[config.mk]
export PLATFORM = sky130hd
export DESIGN_NAME = msb_first_bit_packer
export DESIGN_NICKNAME = d
export VERILOG_FILES = /design/src/rtl/mfbp_pkg.sv /design/src/rtl/msb_first_bit_packer.sv /design/src/rtl/mfbp_front.sv /design/src/rtl/mfbp_queue.sv /design/src/rtl/mfbp_back.sv
export VERILOG_INCLUDE_DIRS = /design/src /design/src/rtl
export SDC_FILE = /design/constraint.sdc
export NUM_CORES = 1
export LEC_CHECK = 0
export BUFFER_PORTS_ARGS = -buffer_cell sky130_fd_sc_hd__buf_2
export CORE_MARGIN = 3
export CORE_UTILIZATION = 40
export CTS_CLUSTER_SIZE = 25
export DETAILED_ROUTE_END_ITERATION = 8
export PLACE_DENSITY = 0.6
export SLEW_MARGIN = 20
export SYNTH_ARGS = -nofsm -noshare
export SYNTH_HDL_FRONTEND = slang
export SYNTH_HIERARCHICAL = 1
export SYNTH_SLANG_ARGS = --single-unit
[constraint.sdc]
create_clock -name clk -period 3.55 [get_ports clk]
set_input_delay 1.065 -clock clk [delete_from_list [all_inputs] [get_ports clk]]
set_output_delay 1.065 -clock clk [all_outputs]
set_load 0.01 [all_outputs]
[src/rtl/assert_macros.svh]
// assertion macros shared by the rtl
`ifndef ASSERT_MACROS_SVH
`define ASSERT_MACROS_SVH

// same-cycle implication, held off during reset
`define MFBP_ASSERT_IMP(label, clk, rst_n, ante, cons) \
  label: assert property (@(posedge clk) disable iff (!rst_n) (ante) |-> (cons)) \
    else $error("mfbp assertion failed");

// next-cycle implication, held off during reset
`define MFBP_ASSERT_NXT(label, clk, rst_n, ante, cons) \
  label: assert property (@(posedge clk) disable iff (!rst_n) (ante) |=> (cons)) \
    else $error("mfbp assertion failed");

`endif

[src/rtl/mfbp_pkg.sv]
// shared types, constants and width helpers of the msb-first bit packer
package mfbp_pkg;

  localparam int MAX_CODE_BITS_DEF = 32;
  localparam int CODE_W            = 32;
  localparam int COUNT_W           = 6;
  localparam int BYTE_W            = 8;
  localparam int QUEUE_DEPTH       = 2;

  typedef enum logic {
    OP_APPEND = 1'b0,
    OP_FLUSH  = 1'b1
  } op_t;

  // left-aligned code register width, at least one byte
  function automatic int rem_width(input int max_bits);
    return (max_bits < BYTE_W) ? BYTE_W : max_bits;
  endfunction

  // width of a bit count in 0..max_bits
  function automatic int cnt_width(input int max_bits);
    return $clog2(max_bits + 1);
  endfunction

  // queue entry: flush flag, aligned code bits, bit count
  function automatic int entry_width(input int max_bits);
    return 1 + rem_width(max_bits) + cnt_width(max_bits);
  endfunction

endpackage

[src/rtl/msb_first_bit_packer.sv]
// top level of the msb-first bit packer: front, item queue and back end
// the first byte of an item, if any, is registered in the queue and then in the output register of the back end
// an append holds the back end while it emits the whole bytes that it completes,
// one byte per cycle while out_ready does not stall; a flush emits any partial byte
// the pace is set by the single byte-wide output register of the back end
// reset (rst_n low, synchronous) empties the queue and clears the partial byte
module msb_first_bit_packer #(
  parameter int MaxCodeBits = mfbp_pkg::MAX_CODE_BITS_DEF
) (
  input  logic                          clk,
  input  logic                          rst_n,
  // input channel
  input  logic                          in_valid,
  output logic                          in_ready,
  input  logic                          in_op,
  input  logic [mfbp_pkg::CODE_W-1:0]   in_code,
  input  logic [mfbp_pkg::COUNT_W-1:0]  in_bit_count,
  // result channel
  output logic                          out_valid,
  input  logic                          out_ready,
  output logic [mfbp_pkg::BYTE_W-1:0]   out_byte,
  output logic                          out_last_of_run
);

  localparam int EntW = mfbp_pkg::entry_width(MaxCodeBits);

  // classified item: flush flag, left-aligned code bits, clamped count
  logic [EntW-1:0] fe_entry;
  logic            q_full;
  logic            q_valid;
  logic            q_pop;
  logic [EntW-1:0] q_data;

  // front takes an item whenever the queue has a free slot
  assign in_ready = !q_full;

  mfbp_front #(
    .MaxCodeBits (MaxCodeBits)
  ) u_front (
    .in_op        (in_op),
    .in_code      (in_code),
    .in_bit_count (in_bit_count),
    .entry        (fe_entry)
  );

  // queue decouples item intake from byte output stalls
  mfbp_queue #(
    .Width (EntW)
  ) u_queue (
    .clk       (clk),
    .rst_n     (rst_n),
    .push      (in_valid),
    .push_data (fe_entry),
    .full      (q_full),
    .pop       (q_pop),
    .valid     (q_valid),
    .data      (q_data)
  );

  // back end holds the partial byte and the output register
  mfbp_back #(
    .MaxCodeBits (MaxCodeBits)
  ) u_back (
    .clk             (clk),
    .rst_n           (rst_n),
    .q_valid         (q_valid),
    .q_data          (q_data),
    .q_pop           (q_pop),
    .out_valid       (out_valid),
    .out_ready       (out_ready),
    .out_byte        (out_byte),
    .out_last_of_run (out_last_of_run)
  );

endmodule

[src/rtl/mfbp_front.sv]
// front end: classifies an item, clamps the count and left-aligns the code bits
module mfbp_front #(
  parameter int MaxCodeBits = mfbp_pkg::MAX_CODE_BITS_DEF
) (
  input  logic                                     in_op,
  input  logic [mfbp_pkg::CODE_W-1:0]              in_code,
  input  logic [mfbp_pkg::COUNT_W-1:0]             in_bit_count,
  output logic [mfbp_pkg::entry_width(MaxCodeBits)-1:0] entry
);

  localparam int RemW = mfbp_pkg::rem_width(MaxCodeBits);
  localparam int CntW = mfbp_pkg::cnt_width(MaxCodeBits);
  localparam int ShW  = $clog2(RemW + 1);

  logic            is_flush;
  logic [CntW-1:0] cnt;
  logic [ShW-1:0]  sh;
  logic [RemW-1:0] val;
  logic [RemW-1:0] rem;

  always_comb begin
    is_flush = (mfbp_pkg::op_t'(in_op) == mfbp_pkg::OP_FLUSH);
    if (32'(in_bit_count) > 32'(MaxCodeBits)) begin
      cnt = CntW'(MaxCodeBits);
    end else begin
      cnt = CntW'(in_bit_count);
    end
    // bits above the code width read as zero
    val = RemW'(in_code);
    sh  = ShW'(RemW) - ShW'(cnt);
    rem = is_flush ? '0 : (val << sh);
    entry = {is_flush, rem, (is_flush ? CntW'(0) : cnt)};
  end

endmodule

[src/rtl/mfbp_queue.sv]
// short first-in first-out queue between front and back
`include "assert_macros.svh"
module mfbp_queue #(
  parameter int Width = 8
) (
  input  logic             clk,
  input  logic             rst_n,
  input  logic             push,
  input  logic [Width-1:0] push_data,
  output logic             full,
  input  logic             pop,
  output logic             valid,
  output logic [Width-1:0] data
);

  localparam int Depth = mfbp_pkg::QUEUE_DEPTH;
  localparam int PtrW  = (Depth > 1) ? $clog2(Depth) : 1;
  localparam int CntW  = $clog2(Depth + 1);

  logic [Width-1:0] mem_r [Depth];
  logic [PtrW-1:0]  wr_ptr_r, wr_ptr_nxt;
  logic [PtrW-1:0]  rd_ptr_r, rd_ptr_nxt;
  logic [CntW-1:0]  cnt_r, cnt_nxt;
  logic             do_push, do_pop;

  assign full    = (cnt_r == CntW'(Depth));
  assign valid   = (cnt_r != '0);
  assign data    = mem_r[rd_ptr_r];
  assign do_push = push && !full;
  assign do_pop  = pop && valid;

  always_comb begin
    wr_ptr_nxt = wr_ptr_r;
    rd_ptr_nxt = rd_ptr_r;
    cnt_nxt    = cnt_r;
    if (do_push) begin
      wr_ptr_nxt = (wr_ptr_r == PtrW'(Depth - 1)) ? '0 : wr_ptr_r + PtrW'(1);
    end
    if (do_pop) begin
      rd_ptr_nxt = (rd_ptr_r == PtrW'(Depth - 1)) ? '0 : rd_ptr_r + PtrW'(1);
    end
    if (do_push && !do_pop) begin
      cnt_nxt = cnt_r + CntW'(1);
    end else if (do_pop && !do_push) begin
      cnt_nxt = cnt_r - CntW'(1);
    end
  end

  always_ff @(posedge clk) begin
    if (!rst_n) begin
      wr_ptr_r <= '0;
      rd_ptr_r <= '0;
      cnt_r    <= '0;
    end else begin
      wr_ptr_r <= wr_ptr_nxt;
      rd_ptr_r <= rd_ptr_nxt;
      cnt_r    <= cnt_nxt;
    end
  end

  always_ff @(posedge clk) begin
    if (do_push) begin
      mem_r[wr_ptr_r] <= push_data;
    end
  end

  `MFBP_ASSERT_IMP(a_q_bound, clk, rst_n, 1'b1, cnt_r <= CntW'(Depth))
  `MFBP_ASSERT_NXT(a_q_fill, clk, rst_n, do_push && !do_pop, cnt_r != '0)

endmodule

[src/rtl/mfbp_back.sv]
// back end: merges aligned code bits into the partial byte and emits bytes
`include "assert_macros.svh"
module mfbp_back #(
  parameter int MaxCodeBits = mfbp_pkg::MAX_CODE_BITS_DEF
) (
  input  logic                                          clk,
  input  logic                                          rst_n,
  input  logic                                          q_valid,
  input  logic [mfbp_pkg::entry_width(MaxCodeBits)-1:0] q_data,
  output logic                                          q_pop,
  output logic                                          out_valid,
  input  logic                                          out_ready,
  output logic [mfbp_pkg::BYTE_W-1:0]                   out_byte,
  output logic                                          out_last_of_run
);

  localparam int RemW = mfbp_pkg::rem_width(MaxCodeBits);
  localparam int CntW = mfbp_pkg::cnt_width(MaxCodeBits);
  localparam int AvW  = ((CntW > 4) ? CntW : 4) + 1;
  localparam int BW   = mfbp_pkg::BYTE_W;

  logic            busy_r, busy_nxt;
  logic [RemW-1:0] rem_r, rem_nxt;
  logic [CntW-1:0] rem_cnt_r, rem_cnt_nxt;
  logic [BW-1:0]   pend_r, pend_nxt;
  logic [2:0]      fill_r, fill_nxt;
  logic            out_valid_r, out_valid_nxt;
  logic [BW-1:0]   out_byte_r, out_byte_nxt;
  logic            out_last_r, out_last_nxt;

  logic            head_flush;
  logic [RemW-1:0] head_rem, cur_rem, rem_sh;
  logic [CntW-1:0] head_cnt, cur_cnt, cnt_left;
  logic            can_emit, step, fl_step, enough, last;
  logic [AvW-1:0]  avail;
  logic [3:0]      take;
  logic [BW-1:0]   merged;

  assign head_flush = q_data[RemW+CntW];
  assign head_rem   = q_data[CntW +: RemW];
  assign head_cnt   = q_data[CntW-1:0];

  always_comb begin
    can_emit = !out_valid_r || out_ready;
    cur_rem  = busy_r ? rem_r : head_rem;
    cur_cnt  = busy_r ? rem_cnt_r : head_cnt;
    step     = can_emit && (busy_r || (q_valid && !head_flush));
    fl_step  = can_emit && !busy_r && q_valid && head_flush;
    q_pop    = can_emit && !busy_r && q_valid;

    avail    = AvW'(fill_r) + AvW'(cur_cnt);
    enough   = (avail >= AvW'(BW));
    last     = (avail < AvW'(2 * BW));
    take     = 4'(BW) - 4'(fill_r);
    merged   = pend_r | (cur_rem[RemW-1 -: BW] >> fill_r);
    rem_sh   = cur_rem << take;
    cnt_left = CntW'(AvW'(cur_cnt) - AvW'(take));
  end

  always_comb begin
    busy_nxt      = busy_r;
    rem_nxt       = rem_r;
    rem_cnt_nxt   = rem_cnt_r;
    pend_nxt      = pend_r;
    fill_nxt      = fill_r;
    out_valid_nxt = out_valid_r && !out_ready;
    out_byte_nxt  = out_byte_r;
    out_last_nxt  = out_last_r;
    if (step) begin
      if (enough) begin
        out_valid_nxt = 1'b1;
        out_byte_nxt  = merged;
        out_last_nxt  = last;
        if (last) begin
          // leftover bits fit in the partial byte
          busy_nxt = 1'b0;
          pend_nxt = rem_sh[RemW-1 -: BW];
          fill_nxt = 3'(cnt_left);
        end else begin
          busy_nxt    = 1'b1;
          rem_nxt     = rem_sh;
          rem_cnt_nxt = cnt_left;
          pend_nxt    = '0;
          fill_nxt    = '0;
        end
      end else begin
        busy_nxt = 1'b0;
        pend_nxt = merged;
        fill_nxt = avail[2:0];
      end
    end else if (fl_step) begin
      if (fill_r != '0) begin
        out_valid_nxt = 1'b1;
        out_byte_nxt  = pend_r;
        out_last_nxt  = 1'b1;
      end
      pend_nxt = '0;
      fill_nxt = '0;
    end
  end

  always_ff @(posedge clk) begin
    if (!rst_n) begin
      busy_r      <= 1'b0;
      pend_r      <= '0;
      fill_r      <= '0;
      out_valid_r <= 1'b0;
    end else begin
      busy_r      <= busy_nxt;
      pend_r      <= pend_nxt;
      fill_r      <= fill_nxt;
      out_valid_r <= out_valid_nxt;
    end
  end

  always_ff @(posedge clk) begin
    rem_r      <= rem_nxt;
    rem_cnt_r  <= rem_cnt_nxt;
    out_byte_r <= out_byte_nxt;
    out_last_r <= out_last_nxt;
  end

  assign out_valid       = out_valid_r;
  assign out_byte        = out_byte_r;
  assign out_last_of_run = out_last_r;

  `MFBP_ASSERT_IMP(a_busy_bits, clk, rst_n, busy_r, rem_cnt_r != '0)
  `MFBP_ASSERT_NXT(a_more_bytes, clk, rst_n, step && enough && !last, busy_r)
  `MFBP_ASSERT_NXT(a_flush_clears, clk, rst_n, fl_step, fill_r == '0 && pend_r == '0)

endmodule

==> flow_metrics.tcl <==
set metrics [dict create \
    yosysSeqAreaShare_pct 39.1 \
    cp.required_ns 3.68 \
    wl_um 27400 \
    avgSynthCellArea_um2 11.4 \
    synth_area_um2 10500 \
    regArea_um2 4120 \
    ys_async_sr_fraction_pct 0 \
    worstPathMaxFanout 18 \
    grt_pass1_vias 7790 \
    skew_ns 0.0132 \
    startpoint_type "flip-flop" \
    tightest_slew_ns 0.889 \
    vias 7990 \
    vdd.ir_drop.worst_uv 355 \
    port_buffers 53 \
    whs_ns 0.482 \
    viasPerCell 6.04 \
    finalHoldViolations 0 \
    n_fill_cell 2305 \
    end_kind "flip-flop" \
    num-nets-final 1035 \
    layout_common_cells "edfxtp_1, nand2_1, mux2i_1" \
    layout-area-overhead-vs-synth_pct 12.5 \
    yosys.cell_types.count 83 \
    rows 58 \
    fin_crit_sh_pct 92.8 \
    setup_viol 0 \
    grt_max_degree 58 \
    ys_warn_count 6 \
    firstDrtPassIters 5 \
    min_period_ns 3.29 \
    core_um2 25500 \
    p_leak_nw 4.30 \
    antenna_cells 0 \
    multiInputGateArea_um2 5860 \
    synth-edff-count 125 \
    fin_setup_tns_ns 0 \
    drive_gt1_share_pct 27.2 \
    cts_tree "yes" \
    synth_fp_nets 979 \
    final_common_cell "edfxtp_1" \
    cts.sinks 143 \
    drc 0 \
    hold_buffers 0 \
    fp.dieW_um 168 \
    synth_flop_cell "edfxtp_1" \
    dp_hpwl_um 20100 \
    slew_violations 0 \
    setup.worst_path.class "reg -> reg" \
    clk_pin_slew_worst_paths_ns 0.06 \
    ioPinCount 54 \
    gp_congestion 0.989 \
    worstPathArrival_ns 3.43 \
    relSlewSlack_pct 40.7 \
    fp.dieH_um 168 \
    post_cts_buffers 0 \
    rsz0062_at_grt "false" \
    clk_path_buf_depth 2 \
    die_area_um2 28300 \
    antenna_found_initial 0 \
    detail-route-antenna-nets 0 \
    overflow 0 \
    min_path_type "reg -> reg" \
    status "completed" \
    drtIter0Drc 733 \
    initial_core_util_pct 41.3 \
    ys_seq_elements 143 \
    cts_root_buf "clkbuf_16" \
    wl_per_cell_um 20.7 \
    insertion_delay_ns 0.43 \
    grt_pass1_wl_um 43800 \
    p_per_area_nw_per_um2 869 \
    htree_levels 4 \
    gr-usage-all-layers_pct 19.5 \
    postCtsResizedCells 0 \
    max_freq_mhz 304 \
    drv_cap 0 \
    synthesis.instances 923 \
    cts_inserted_buffers 17 \
]
## sequential cells by signal (all words and copies together) (netlist names), 2 cells and up, named ones only
name and cells:
u_queue/mem_r 78, u_back/rem_r 32, u_back/out_byte 8, u_back/pend_r 8
u_back/rem_cnt_r 6, u_back/fill_r 3, u_queue/cnt_r 2
## stage by stage
step | total power [W] | utilization, % | worst slack, ns | instance area (um^2) | instances
2_1_floorplan | 0.00682 | - | 0.0176 | 10500 | 923
3_3_place_gp | 0.00830 | 44.0 | 0.0807 | 11200 | 1290
3_5_place_dp | 0.00833 | 44.0 | 0.0323 | 11200 | 1290
4_1_cts | 0.0102 | 46.4 | 0.250 | 11800 | 1322
5_1_grt | 0.0109 | 46.4 | 0.0782 | 11800 | 1322
6_report | 0.0103 | 46.4 | 0.257 | 11800 | 1322
## synth_stat cells, types with 9 or more instances
master	number	area [um^2]
a21o_1	9	67.6
a21oi_1	55	275
a221oi_1	10	87.6
and2_1	18	113
and3_1	9	56.3
buf_2	26	130
buf_6	11	124
clkbuf_1	13	48.8
dfxtp_1	18	360
edfxtp_1	125	3750
ha_1	11	138
inv_1	28	105
mux2_1	10	113
mux2_2	50	563
mux2i_1	87	871
mux4_1	10	263
mux4_2	52	1170
nand2_1	92	345
nand3_1	17	85.1
nor2_1	61	229
nor3_1	14	70.1
o21ai_0	34	170
xnor2_1	9	78.8
## critical path: stages, from the launching register on
cell,delay [ns]
dfxtp_1,0.39
mux2_2,0.35
mux2i_1,0.19
inv_1,0.07
ha_1,0.21
fa_1,0.41
a21oi_1,0.31
nor3_1,0.08
a21oi_1,0.37
o21ai_2,0.14
clkinvlp_4,0.27
buf_12,0.21
## cell families after synthesis
kind of cell / synth area share (%)
and+or+nand+nor: 11.3
DFF: 39.1
buffers and inverters: 5.21
muxes: 28.3
adders and majority gates: 1.69
AOI/OAI and AO/OA: 13.0
xor gates and xnor gates: 1.33
## where the power goes
part	internal (W)	total (W)	switching (W)	leakage, nW
logic	0.00229	0.00552	0.00323	2.65
clock network	0.00108	0.00186	0.000786	0.305
registers	0.00261	0.00290	0.000295	1.34
total	0.00597	0.0103	0.00431	4.30
## worst paths after layout
| check | end | startpoint | slack (ns) | cells after the start |
|---|---|---|---|---|
| min reg2reg | u_back/pend_r[4]$_SDFFE_PN0P_ | u_back/pend_r[4]$_SDFFE_PN0P_ | 0.48 | 2 |
| min | u_back/pend_r[4]$_SDFFE_PN0P_ | u_back/pend_r[4]$_SDFFE_PN0P_ | 0.48 | 2 |
| max reg2reg | u_back/rem_r[15]$_DFFE_PP_ | flip-flop | 0.26 | 11 |
| max | u_back/rem_r[15]$_DFFE_PP_ | flip-flop | 0.26 | 11 |
## routing by layer
| metal | routed length [um] | GRT usage [%] | vias to the layer above |
|---|---|---|---|
| met5 | 0 | 0 | - |
| met4 | 718 | 6.23 | 0 |
| met3 | 1770 | 3.66 | 49 |
| met2 | 12400 | 29.6 | 346 |
| met1 | 12600 | 28.5 | 3909 |
| li1 | - | - | 3686 |
## layout make-up
class | count | area share, %
inverter | 34 | 1.11
tap | 330 | 3.49
multi-input combinational | 680 | 49.6
sequential | 143 | 34.8
clock buffer | 17 | 3.60
clock inverter | 15 | 1.64
timing repair buffer | 103 | 5.73
No activity file was read; power rests on OpenSTA's default activity.
